### src/design/assert_macros.svh
// assertion macros used by the top level of the sorted priority queue rtl
`ifndef ASSERT_MACROS_SVH
`define ASSERT_MACROS_SVH

`ifndef SYNTHESIS

// property that must hold at every clock edge out of reset
`define SPQ_ASSERT(lbl, c, r, prop) \
    lbl: assert property (@(posedge c) disable iff (!r) (prop)) \
        else $error("spq assertion failed");

// property that must hold in the cycle after the trigger
`define SPQ_ASSERT_NEXT(lbl, c, r, trig, prop) \
    lbl: assert property (@(posedge c) disable iff (!r) (trig) |=> (prop)) \
        else $error("spq assertion failed");

`else

`define SPQ_ASSERT(lbl, c, r, prop)
`define SPQ_ASSERT_NEXT(lbl, c, r, trig, prop)

`endif

`endif

### src/design/spq_pkg.sv
// types and constants of the sorted priority queue
`timescale 1ns / 1ps
`default_nettype none

package spq_pkg;

    localparam int DEPTH_DEFAULT = 8;
    localparam int VAL_W         = 32;
    localparam int PRI_W         = 8;
    localparam int COUNT_W       = 7;

    localparam logic CMD_ENQ = 1'b0;
    localparam logic CMD_DEQ = 1'b1;

    localparam logic [1:0] ST_ENQUEUED = 2'd0;
    localparam logic [1:0] ST_DEQUEUED = 2'd1;
    localparam logic [1:0] ST_FULL     = 2'd2;
    localparam logic [1:0] ST_EMPTY    = 2'd3;

    typedef logic signed [VAL_W-1:0] spq_value_t;
    typedef logic [PRI_W-1:0]        spq_pri_t;

    // operation broadcast to every cell
    typedef struct packed {
        logic       enq;
        logic       deq;
        spq_pri_t   pri;
        spq_value_t val;
    } spq_op_t;

endpackage

`default_nettype wire

### src/design/spq_cell.sv
// one slot of the sorted shift-register array
`timescale 1ns / 1ps
`default_nettype none

module spq_cell (
    input  wire logic               clk,
    input  wire spq_pkg::spq_op_t   op,
    input  wire logic               occupied,
    input  wire logic               left_behind,
    input  wire spq_pkg::spq_pri_t  left_pri,
    input  wire spq_pkg::spq_value_t left_val,
    input  wire spq_pkg::spq_pri_t  right_pri,
    input  wire spq_pkg::spq_value_t right_val,
    output logic                    behind,
    output spq_pkg::spq_pri_t       pri,
    output spq_pkg::spq_value_t     val
);
    import spq_pkg::*;

    spq_pri_t   pri_reg;
    spq_pri_t   pri_next;
    spq_value_t val_reg;
    spq_value_t val_next;

    // new entry stays behind this slot when it holds an equal or higher priority
    assign behind = occupied && (pri_reg >= op.pri);

    always_comb
    begin
        pri_next = pri_reg;
        val_next = val_reg;
        if (op.enq && !behind)
        begin
            if (left_behind)
            begin
                pri_next = op.pri;
                val_next = op.val;
            end
            else
            begin
                pri_next = left_pri;
                val_next = left_val;
            end
        end
        else if (op.deq)
        begin
            pri_next = right_pri;
            val_next = right_val;
        end
    end

    always_ff @(posedge clk)
    begin
        pri_reg <= pri_next;
        val_reg <= val_next;
    end

    assign pri = pri_reg;
    assign val = val_reg;

endmodule

`default_nettype wire

### src/design/sorted_priority_queue_top.sv
// sorted priority queue: row of shifting cells plus occupancy and result register
// latency: result is valid the cycle after the input transaction is accepted
// throughput: one transaction per cycle unless a held result stalls the input;
//   every cell updates together from its own compare and its neighbors' contents
// reset: clears occupancy and result valid; entry storage is not cleared
// input ready stays high while the result register is empty or being drained
`timescale 1ns / 1ps
`default_nettype none
`include "assert_macros.svh"

module sorted_priority_queue_top #(
    parameter int DEPTH = spq_pkg::DEPTH_DEFAULT
) (
    input  wire logic                clk,
    input  wire logic                rst_n,
    input  wire logic                in_valid,
    output logic                     in_ready,
    input  wire logic                cmd,
    input  wire spq_pkg::spq_value_t value_in,
    input  wire spq_pkg::spq_pri_t   priority_in,
    output logic                     out_valid,
    input  wire logic                out_ready,
    output spq_pkg::spq_value_t      value_out,
    output logic [1:0]               status,
    output logic [spq_pkg::COUNT_W-1:0] count
);
    import spq_pkg::*;

    localparam int CNT_W = $clog2(DEPTH + 1);

    // occupancy of the cell row
    logic [CNT_W-1:0] count_reg;
    logic [CNT_W-1:0] count_next;

    // result register
    logic                out_valid_reg;
    logic                out_valid_next;
    spq_value_t          value_out_reg;
    spq_value_t          value_out_next;
    logic [1:0]          status_reg;
    logic [1:0]          status_next;
    logic [COUNT_W-1:0]  count_out_reg;
    logic [COUNT_W-1:0]  count_out_next;

    logic     accept;
    logic     is_full;
    logic     is_empty;
    spq_op_t  op;

    // per-cell contents and compare flags
    logic [DEPTH-1:0]             occupied;
    logic [DEPTH-1:0]             behind;
    spq_pri_t   [DEPTH-1:0]       pri_q;
    spq_value_t [DEPTH-1:0]       val_q;

    assign in_ready = !out_valid_reg || out_ready;
    assign accept   = in_valid && in_ready;
    assign is_full  = (count_reg == CNT_W'(DEPTH));
    assign is_empty = (count_reg == '0);

    // operation broadcast; refused enqueue and empty dequeue leave the row untouched
    assign op.enq = accept && (cmd == CMD_ENQ) && !is_full;
    assign op.deq = accept && (cmd == CMD_DEQ) && !is_empty;
    assign op.pri = priority_in;
    assign op.val = value_in;

    // cell row: entries sorted highest priority first, head in cell 0
    // enqueue shifts the tail one step right, dequeue shifts everything left
    for (genvar i = 0; i < DEPTH; i++)
    begin : g_cell
        logic       left_behind;
        spq_pri_t   left_pri;
        spq_value_t left_val;
        spq_pri_t   right_pri;
        spq_value_t right_val;

        assign occupied[i] = (CNT_W'(i) < count_reg);

        if (i == 0)
        begin : g_head
            // head cell takes the new entry whenever it does not stay ahead of it
            assign left_behind = 1'b1;
            assign left_pri    = priority_in;
            assign left_val    = value_in;
        end
        else
        begin : g_body
            assign left_behind = behind[i-1];
            assign left_pri    = pri_q[i-1];
            assign left_val    = val_q[i-1];
        end

        if (i == DEPTH - 1)
        begin : g_tail
            // nothing beyond the tail; its content becomes don't-care on dequeue
            assign right_pri = pri_q[i];
            assign right_val = val_q[i];
        end
        else
        begin : g_mid
            assign right_pri = pri_q[i+1];
            assign right_val = val_q[i+1];
        end

        spq_cell u_cell (
            .clk         (clk),
            .op          (op),
            .occupied    (occupied[i]),
            .left_behind (left_behind),
            .left_pri    (left_pri),
            .left_val    (left_val),
            .right_pri   (right_pri),
            .right_val   (right_val),
            .behind      (behind[i]),
            .pri         (pri_q[i]),
            .val         (val_q[i])
        );
    end

    // occupancy and result for the accepted transaction
    always_comb
    begin
        count_next     = count_reg;
        out_valid_next = out_valid_reg;
        value_out_next = value_out_reg;
        status_next    = status_reg;
        count_out_next = count_out_reg;

        if (out_valid_reg && out_ready)
        begin
            out_valid_next = 1'b0;
        end

        if (accept)
        begin
            out_valid_next = 1'b1;
            value_out_next = '0;
            if (cmd == CMD_ENQ)
            begin
                if (is_full)
                begin
                    status_next = ST_FULL;
                end
                else
                begin
                    count_next  = count_reg + CNT_W'(1);
                    status_next = ST_ENQUEUED;
                end
            end
            else
            begin
                if (is_empty)
                begin
                    status_next = ST_EMPTY;
                end
                else
                begin
                    count_next     = count_reg - CNT_W'(1);
                    status_next    = ST_DEQUEUED;
                    value_out_next = val_q[0];
                end
            end
            count_out_next = COUNT_W'(count_next);
        end
    end

    always_ff @(posedge clk or negedge rst_n)
    begin
        if (!rst_n)
        begin
            count_reg     <= '0;
            out_valid_reg <= 1'b0;
        end
        else
        begin
            count_reg     <= count_next;
            out_valid_reg <= out_valid_next;
        end
    end

    // result payload needs no reset
    always_ff @(posedge clk)
    begin
        value_out_reg <= value_out_next;
        status_reg    <= status_next;
        count_out_reg <= count_out_next;
    end

    assign out_valid = out_valid_reg;
    assign value_out = value_out_reg;
    assign status    = status_reg;
    assign count     = count_out_reg;

    // checks
    `SPQ_ASSERT(a_count_bound, clk, rst_n, count_reg <= CNT_W'(DEPTH))
    `SPQ_ASSERT(a_head_sorted, clk, rst_n, (count_reg < CNT_W'(2)) || (pri_q[0] >= pri_q[1]))
    `SPQ_ASSERT_NEXT(a_enq_grows, clk, rst_n, op.enq, count_reg == $past(count_reg) + CNT_W'(1))
    `SPQ_ASSERT_NEXT(a_deq_head, clk, rst_n, op.deq, (value_out == $past(val_q[0])) && (status == ST_DEQUEUED))

endmodule

`default_nettype wire

### config.mk
export PLATFORM = sky130hd
export DESIGN_NAME = sorted_priority_queue_top
export DESIGN_NICKNAME = d
export VERILOG_FILES = /design/src/design/spq_pkg.sv /design/src/design/spq_cell.sv /design/src/design/sorted_priority_queue_top.sv
export VERILOG_INCLUDE_DIRS = /design/src /design/src/design
export SDC_FILE = /design/constraint.sdc
export NUM_CORES = 1
export LEC_CHECK = 0
export ABC_CLOCK_PERIOD_IN_PS = 4400
export BUFFER_PORTS_ARGS = -buffer_cell sky130_fd_sc_hd__buf_2
export CAP_MARGIN = 10
export CORE_UTILIZATION = 63
export DETAILED_ROUTE_END_ITERATION = 16
export GPL_ROUTABILITY_DRIVEN = 0
export PLACE_DENSITY_LB_ADDON = 0.1
export SYNTH_ARGS = -nofsm -noshare
export SYNTH_HDL_FRONTEND = slang
export SYNTH_SLANG_ARGS = --single-unit
### constraint.sdc
create_clock -name clk -period 4.4 [get_ports clk]
set_input_delay 0.66 -clock clk [delete_from_list [all_inputs] [get_ports clk]]
set_output_delay 0.66 -clock clk [all_outputs]
set_load 0.01 [all_outputs]
======== Word-level counts from Yosys, hierarchy flattened ========
Index checks and enable logic that the tools add are counted.
operators by class
  add/subtract/negate cells ............... 2
  order comparisons ....................... 16
  equal/unequal tests ..................... 1
  multiplexer cells ....................... 50
  bitwise operators ....................... 1
  reduce and logical (&&, ||, !) cells .... 44
operators with widths
  operator               number
  $mux W32               21
  $mux W8                21
  $ge A8 B8 Y1           8
  $logic_and A1 B1 Y1    22
  $lt A3 B4 Y1 const A   4
  $reduce_bool A2 Y1     8
  $mux W4                3
  $logic_not A1 Y1       11
  $lt A1 B4 Y1 const A   2
  $lt A2 B4 Y1 const A   2
  $mux W2                3
  $add A4 B1 Y4 const B  1
  $eq A4 B4 Y1 const B   1
  $logic_not A4 Y1       1
  $sub A4 B1 Y4 const B  1
  $mux W1                2
  $reduce_or A2 Y1       1
  $logic_or A1 B1 Y1     1
  $not A1 Y1             1
storage, ports and cells
  flip-flop bits (word level) ............. 363
  bits of input ports ..................... 45

======== Depth between registers and ports, before layout ========
Gate-level depths: netlist of run 1.
  depth after elaboration ................. 7
  mapped depth ............................ 11
  depth with buffers taken out ............ 7

======== Hierarchy ========
Synthesis of run 1 repeated with hierarchy kept, for this count alone.
unflattened totals
  cell total of the unflattened synthesis .. 1,438
  area, all modules ....................... 22,763.1 um^2
modules (own cells, without submodules)
  module                            instances  cells an instance  area an instance (um^2)  sequential area each (um^2)
  spq_cell at g_cell[4].u_cell ...  4          161                2,613.8                  1,201.2
  spq_cell at g_cell[0].u_cell ...  4          162                2,593.7                  1,201.2
  sorted_priority_queue_top         1          146                1,933.1                  1,266.2

======== Worst setup path after synthesis of run 1 ========
Ideal clock, no wire load.
  path type ............................... input port to flip-flop
  start point ............................. in out_ready
  end point ............................... reg g_cell[1].u_cell.pri_reg[0] (enable)
  arrival ................................. 3.219 ns
  slack ................................... 0.778 ns
  cell stages on the path ................. 5
  path buffers ............................ 0
  path through ............................ nand2b_1 -> nand2_1 -> inv_1 -> nand3_1 -> nand2b_1
between the ends
  word-level cells in the longest chain between the ends .. 6
ends and longest elaborated chain
  item                               line                             RTL
  from (decl)                        sorted_priority_queue_top.sv:22  input wire logic out_ready,
  $logic_or A1 B1 Y1 (*)             sorted_priority_queue_top.sv:56  assign in_ready = !out_valid_reg || out_ready;
  $logic_and A1 B1 Y1 (*)            sorted_priority_queue_top.sv:57  assign accept = in_valid && in_ready;
  net accept                         sorted_priority_queue_top.sv:45  logic accept;
  $logic_and A1 B1 Y1 (2 in series)  sorted_priority_queue_top.sv:62  assign op.enq = accept && (cmd == CMD_ENQ) && !is_full;
  $logic_and A1 B1 Y1                spq_cell.sv:32                   if (op.enq && !behind)
  $reduce_bool A2 Y1 (no line) (*)   -
  to (signal assigned)               spq_cell.sv:54                   pri_reg <= pri_next;
  to (decl)                          spq_cell.sv:20                   spq_pri_t pri_reg;
The timed path passes the listed nets; every way through them passes the cells marked *.
A chain may end at the register's enable or synchronous reset.

======== Worst setup path after layout of run 1 ========
  start point ............................. reg count_reg[1]
  end point ............................... reg g_cell[5].u_cell.val_reg[3] (data pin)
between the ends
  word-level cells in the longest chain between the ends .. 5
ends and longest elaborated chain
  item                                                     line                                                              RTL
  from (decl)                                              sorted_priority_queue_top.sv:32                                   logic [CNT_W-1:0] count_reg;
  from (signal assigned)                                   sorted_priority_queue_top.sv:176                                  count_reg <= count_next;
  $lt A3 B4 Y1 or $eq A4 B4 Y1 (tied branches)             sorted_priority_queue_top.sv:77, sorted_priority_queue_top.sv:58
  $logic_and A1 B1 Y1 or $logic_not A1 Y1 (tied branches)  spq_cell.sv:26, sorted_priority_queue_top.sv:62
  $logic_not A1 Y1 or $logic_and A1 B1 Y1 (tied branches)  spq_cell.sv:32, sorted_priority_queue_top.sv:62
  $logic_and A1 B1 Y1                                      spq_cell.sv:32
  $mux W32 (*)                                             spq_cell.sv:32
  net g_cell[5].u_cell.val_next[3]                         spq_cell.sv:23                                                    spq_value_t val_next;
  to (signal assigned)                                     spq_cell.sv:55                                                    val_reg <= val_next;
  to (decl)                                                spq_cell.sv:22                                                    spq_value_t val_reg;
Marked as above.

==> flow_summary_export.csv, run 1 <==
group,metric,value,unit
power_and_ir_drop,fin_total_pwr,12.7,mW
logic_synthesis,netlist_area,0.0235,sq mm
routing,ant_nets,0,
timing,period_needed,3320,ps
power_and_ir_drop,power.density,495,mW/mm^2
logic_synthesis,yosysSeqAreaShare,0.463,
grt,grt_pass1_wl,112,mm
logic_synthesis,yosys.area.top_type,"edfxtp_1",
power_and_ir_drop,sequentialPowerShare,0.383,
clock_tree,clock_sinks,363,
status,status,"complete, no violations",
floorplanning,placementRows,70,
clock_tree,clk_pin_slew,60,ps
setup_path,worstSetupPathType,"reg2reg",
logic_synthesis,syn_inst,2249,
routing,wl_per_cell,26.8,um
clock_tree,cts_tree,"done",
timing,max_slew_margin,0.342,
logic_synthesis,synth_most_common_cell,"edfxtp_1",
routing,wirelength,72.6,mm
setup_path,rr_worst_depth,8,
logic_synthesis,yosys.area.top_type_share,0.457,
setup_path,path_max_fanout,36,
setup_path,rr_endpoint,"g_cell[5].u_cell.val[3]",
floorplanning,num_io_pins,88,
worst_hold_path,hold_end,"out_valid",
timing,hold_violations,0,
clock_tree,hold_buffers,1,
floorplanning,die_area,0.0381,sq mm
logic_synthesis,synth_area_leaders,"edfxtp_1, mux2i_1, mux2_2",
finish,nets,2326,
power_and_ir_drop,internal-power,8.08,mW
grt,grt_max_degree,141,
clock_tree,cts_buffers,42,
setup_path,path_cells,"inv_1, ha_1, nor2b_2, nor2_4, buf_4, nor2b_1, a211oi_1, mux2i_1",
floorplanning,core,0.0367,sq mm
finish,largest_reg_flops,256,
logic_synthesis,syn_avg_cell_area,10.4,sq um
setup_path,worstReg2RegStart,"count_reg[1]",
grt,antenna_found_initial,1,
place,place_hpwl,44.9,mm
setup_path,r2r_setup_slack,1080,ps
floorplanning,dieWidth,195,um
logic_synthesis,postSynth.asyncResetShare,0.0138,
setup_path,required,4710,ps
power_and_ir_drop,p_leak,10.3,nW
power_and_ir_drop,p_comb_frac,0.347,
finish,utilization,0.700,
job,max_cap_violations,0,
routing,drcViolationCount,0,
clock_tree,cts_resized,0,
setup_path,endpoint_kind,"flop",
logic_synthesis,synth_seq_cells,363,
timing,slew_viol_final,0,
logic_synthesis,synth_edf_count,358,
place,dp_slack,746,ps
finish,fillers,2694,
finish,layout-drive-gt1-share,0.161,
timing,fin_worst_skew,25.1,ps
finish,syn2layout_area_growth,9.28,%
timing,setup_slack,1080,ps
routing,viasPerCell,7.28,
clock_tree,root_buffer,"clkbuf_16",
setup_path,max_stage_delay,750,ps
power_and_ir_drop,sw_frac_of_total,0.364,
clock_tree,clkLatencyLatePin,590,ps
clock_tree,cts_setup_buffers,0,
setup_path,path_buf_inv,2,
timing,clock.fmax,301,MHz
timing,timing.final.crit_share,0.754,
logic_synthesis,synth_ff_type,"edfxtp_1",
setup_path,cpMaxStageDelayCell,"nor2_4",
timing,hold_ws,292,ps
floorplanning,start_util,0.640,
place,portBuffers,84,
worst_hold_path,hold_start,"in_valid",
worst_hold_path,holdCritPathClass,"in2reg",
grt,overflow,0,
timing,setup_tns,0,ps
timing,tightestPinTransition,985,ps
logic_synthesis,synth_common_cells,"edfxtp_1, inv_1, mux2i_1, a31oi_1, clkbuf_1",
setup_path,critPathTopFamily,"simple AND/OR/NAND/NOR gates",
routing,first_iter_violations,2470,
clock_tree,clock_path_buffers,3,
setup_path,start_kind,"flop",
setup_path,arrival,3630,ps
timing,rsz0062_at_grt,"no",
routing,vias,19758,
worst_hold_path,min_path_cells,2,
logic_synthesis,synth.distinct_cells,56,
power_and_ir_drop,peakVddDrop,0.383,mV
clock_tree,htreeDepth,2,
power_and_ir_drop,p_switching,4.63,mW
routing,drt_first_pass_iters,8,
power_and_ir_drop,power_frac_clock,0.270,
logic_synthesis,yosysWarnings,0,
grt,grt_pass1_vias,19201,
timing,setup_viol,0,
grt,gr-usage-all-layers,0.381,
floorplanning,die_y,195,um
worst register-to-register path: stages, from the launching register on:
cell      delay (ps)
dfrtp_1          510
inv_1            180
ha_1             410
nor2b_2          110
nor2_4           750
buf_4            400
nor2b_1          110
a211oi_1         450
mux2i_1          140
routing by layer:
layer | routed length, um | vias to the layer above | part of all wire | GRT usage
li1 | - | 8501 | - | -
met1 | 28000 | 9594 | 0.39 | 0.493
met2 | 32800 | 1399 | 0.45 | 0.603
met3 | 8530 | 264 | 0.12 | 0.0950
met4 | 3200 | 0 | 0.044 | 0.176
met5 | 0 | - | 0 | 0
power groups by stage:
| stage | Clock [mW] | Sequential (mW) | Combinational (mW) |
|---|---|---|---|
| floorplan | 0 | 4.79 | 3.01 |
| global placement | 0 | 4.90 | 4.12 |
| detailed placement | 0 | 4.92 | 4.27 |
| CTS | 3.46 | 4.85 | 4.29 |
| global route | 3.58 | 4.91 | 4.68 |
| finish | 3.44 | 4.87 | 4.40 |
per-stage QoR:
stage,area [sq um],cells
floorplan,23500,2251
global placement,24400,2637
detailed placement,24400,2637
CTS,25700,2712
global route,25700,2713
finish,25700,2713
worst max-delay path by stage:
| stage | end | start | depth (start not counted) |
|---|---|---|---|
| finish | g_cell[5].u_cell.val[3] | count_reg[1] | 8 |
| global route | g_cell[5].u_cell.val[3] | count_reg[1] | 8 |
| CTS | g_cell[5].u_cell.val[3] | count_reg[1] | 8 |
| detailed placement | g_cell[5].u_cell.val[2] | priority_in[4] | 9 |
| global placement | g_cell[5].u_cell.val[7] | priority_in[6] | 9 |
| floorplan | g_cell[1].u_cell.pri[0] | out_ready | 5 |
cell usage in the layout, fill, tap and decap left out, drive strengths merged, types with 2 or more instances in the layout:
cell type  Yosys  routed
a2111o        40      40
a2111oi       83      83
a211oi        89      89
a21o           9       9
a21oi         60      60
a22o          40      40
a22oi          7       7
a31oi        154     154
and2          34      34
and3          32      32
buf          100     171
bufinv         0       3
clkbuf       153      58
clkinv         0      13
conb           1       3
dfrtp          5       5
edfxtp       358     358
ha            67      67
inv          217     217
mux2         115     115
mux2i        167     167
nand2         62      62
nand2b        11      11
nand3         86      86
nand4          5       5
nor2          66      66
nor2b         37      37
nor3           4       4
nor3b          3       3
o211ai        40      40
o21a           5       5
o21ai        142     142
o2bb2ai       40      40
or3            3       3
or4            2       2
xnor2          3       3
area by class of cell:
cell class              count  area (sq um)  share of cell area
clock inverters            16           170             0.00663
multi-input cells        1418         10900               0.425
well taps                 468           586              0.0228
flip-flops and latches    363         10900               0.424
clock buffers              58          1130              0.0441
repair buffers            172          1200              0.0466
diodes                      1          2.50           0.0000974
inverters                 217           815              0.0317
cells by family (layout without fill, tap and decap cells):
logic type      Yosys count  count (layout)  share of synthesized area
fa+ha+maj                67              67                     0.0357
compound gates          716             716                      0.216
mux                     282             282                      0.126
flops                   363             363                      0.463
simple gates            347             347                     0.0751
other cells               1               4                   0.000160
xor+xnor                  3               3                    0.00112
buf+inv                 470             463                     0.0832
Note: power is estimated with default switching activity, not from simulation.
==> run 2, diff against run 1 <==
--- a/config.mk
+++ b/config.mk
@@ -6,10 +6,10 @@
 export SDC_FILE = /design/constraint.sdc
 export NUM_CORES = 1
 export LEC_CHECK = 0
-export ABC_CLOCK_PERIOD_IN_PS = 4400
+export ABC_CLOCK_PERIOD_IN_PS = 2800
 export BUFFER_PORTS_ARGS = -buffer_cell sky130_fd_sc_hd__buf_2
 export CAP_MARGIN = 10
-export CORE_UTILIZATION = 63
+export CORE_UTILIZATION = 57
 export DETAILED_ROUTE_END_ITERATION = 16
 export GPL_ROUTABILITY_DRIVEN = 0
 export PLACE_DENSITY_LB_ADDON = 0.1
==> constraint.sdc (replaced) <==
create_clock -name clk -period 2.8 [get_ports clk]
set_input_delay 0.42 -clock clk [delete_from_list [all_inputs] [get_ports clk]]
set_output_delay 0.42 -clock clk [all_outputs]
set_load 0.01 [all_outputs]
==> run 2 against run 1 <==
  * Combinational power rose by 71%
  * Global-route usage fell by 3.0 points
  * Fmax rose by 20%
  * Final area rose by 5.0%
  * Power rose by 63%
  * Register-to-register slack got worse by 1100 ps
  * Core utilization fell by 3.8 points
  * First-iteration DRC count fell by 15%
  * Die area rose by 10%
  * Critical path type unchanged
  * Routed wire length rose by 1.7%
  * Sequential power rose by 55%
  * Largest cell class unchanged
==> flow_summary_export.csv, run 2 (synthesis gave the netlist of run 1 again) <==
group,metric,value,unit
status,status,"complete, no violations",
clock_tree,clock_path_buffers,3,
finish,final_cells,2861,
setup_path,start_kind,"flop",
worst_hold_path,hold_end,"out_valid",
floorplanning,dieWidth,205,um
worst_hold_path,holdCritPathClass,"in2reg",
clock_tree,htreeDepth,2,
routing,top_layer,"met4",
routing,vias,19775,
routing,drt_first_pass_iters,7,
timing,setup_viol,0,
clock_tree,clk_pin_slew,60,ps
finish,syn2layout_area_growth,14.8,%
power_and_ir_drop,fin_total_pwr,20.7,mW
timing,timing.final.crit_share,0.991,
place,portBuffers,84,
grt,gr-usage-all-layers,0.351,
grt,grt_pass1_wl,113,mm
timing,setup_tns,0,ps
finish,final_cell_mix,"edfxtp_1, inv_1, mux2i_1, a31oi_1, o21ai_0",
floorplanning,placementRows,74,
routing,wl_met3,6.85,mm
place,dp_cells,2783,
finish,layout-drive-gt1-share,0.194,
timing,rsz0062_at_grt,"no",
clock_tree,cts_buffers,42,
grt,grt_pass1_vias,19545,
grt,grt_max_degree,82,
timing,clock.fmax,361,MHz
worst_hold_path,hold_start,"in_valid",
routing,wirelength,73.8,mm
finish,largest_reg_flops,256,
grt,antenna_found_initial,1,
routing,wl_per_cell,25.8,um
clock_tree,root_buffer,"clkbuf_16",
routing,wl_met2,34.4,mm
finish,utilization,0.662,
timing,tightestPinTransition,977,ps
routing,drcViolationCount,0,
timing,slew_viol_final,0,
setup_path,worstSetupPathType,"reg2reg",
setup_path,required,3120,ps
worst_hold_path,min_path_cells,2,
finish,diodes,0,
routing,viasPerCell,6.91,
floorplanning,die_y,205,um
setup_path,endpoint_kind,"flop",
routing,ant_nets,0,
timing,max_slew_margin,0.349,
floorplanning,die_area,0.0420,sq mm
clock_tree,clock_sinks,363,
power_and_ir_drop,p_leak,10.9,nW
power_and_ir_drop,peakVddDrop,0.534,mV
floorplanning,num_io_pins,88,
setup_path,path_max_fanout,80,
timing,period_needed,2770,ps
power_and_ir_drop,power.density,767,mW/mm^2
setup_path,cp-startpoint,"g_cell[0].u_cell.pri[7]",
routing,wl_met1,29.7,mm
grt,overflow,0,
job,max_cap_violations,0,
finish,nets,2408,
timing,fin_worst_skew,11.3,ps
routing,first_iter_violations,2094,
clock_tree,cts_setup_buffers,0,
setup_path,rr_endpoint,"g_cell[1].u_cell.val[19]",
floorplanning,core,0.0407,sq mm
setup_path,r2r_setup_slack,30,ps
timing,hold_violations,0,
setup_path,rr_worst_depth,7,
clock_tree,cts_tree,"done",
setup_path,arrival,3090,ps
clock_tree,clkLatencyLatePin,580,ps
floorplanning,start_util,0.577,
place,place_hpwl,48.7,mm
finish,final_common_cell,"edfxtp_1",
setup_path,worstReg2RegStart,"g_cell[0].u_cell.pri[7]",
## run 2: changes by cell type in the layout (fill, tap and decap cells not counted), sizes merged
cell and change:
clkinv +6, clkbuf -7, bufinv +2, diode -1
clkinvlp +2, buf +82
## run 2: layout make-up
cell class / instances / area [sq um]
Clock buffer: 51 / 1110
Clock inverter: 26 / 253
Fill cell: 3128 / 13800
Inverter: 217 / 818
Multi-Input combinational cell: 1418 / 10900
Sequential cell: 363 / 10900
Tap cell: 532 / 666
Timing Repair Buffer: 254 / 2320
## run 2: how the worst max path moves through the flow
| stage | to | slack (ps) | depth (start not counted) |
|---|---|---|---|
| floorplan | g_cell[6].u_cell.pri[0] | -70 | 8 |
| global placement | g_cell[0].u_cell.val[2] | -110 | 12 |
| detailed placement | g_cell[2].u_cell.val[3] | -90 | 9 |
| CTS | g_cell[1].u_cell.val[19] | 110 | 7 |
| global route | g_cell[1].u_cell.val[18] | 4 | 7 |
| finish | g_cell[1].u_cell.val[19] | 30 | 7 |
## run 2: stage by stage
stage / hold WS, ps / setup slack, ps / area [sq um]
after floorplan: 124 / -73.9 / 23500
after detailed placement: 247 / -91.7 / 25600
final: 57.0 / 26.3 / 27000
after global routing: 51.6 / 4.18 / 27000
after CTS: 40.4 / 115 / 27000
after global placement: 244 / -114 / 25600
## run 2: power breakdown
| group | internal (mW) | switching [mW] | total, mW |
|---|---|---|---|
| Sequential | 7.12 | 0.443 | 7.56 |
| Combinational | 2.93 | 4.59 | 7.52 |
| Clock | 3.27 | 2.33 | 5.61 |
## run 2: critical path, stage by stage, from the launching register on
cell	delay (ps)
edfxtp_1	470
ha_2	390
nand2_1	90
o21ai_4	140
buf_4	700
a2111o_1	220
o211ai_1	100
mux2_2	280
## run 2: repair_timing
action	in CTS	in global routing
gates resized for setup	0	2
hold endpoints to repair	5	0
hold buffers	1	0
endpoints found under the setup margin	0	96
## run 2: routing by layer
metal / vias to the layer above / global-route usage
met1: 9710 / 0.464
met5: - / 0
met2: 1182 / 0.569
met4: 0 / 0.147
li1: 8664 / -
met3: 219 / 0.0592
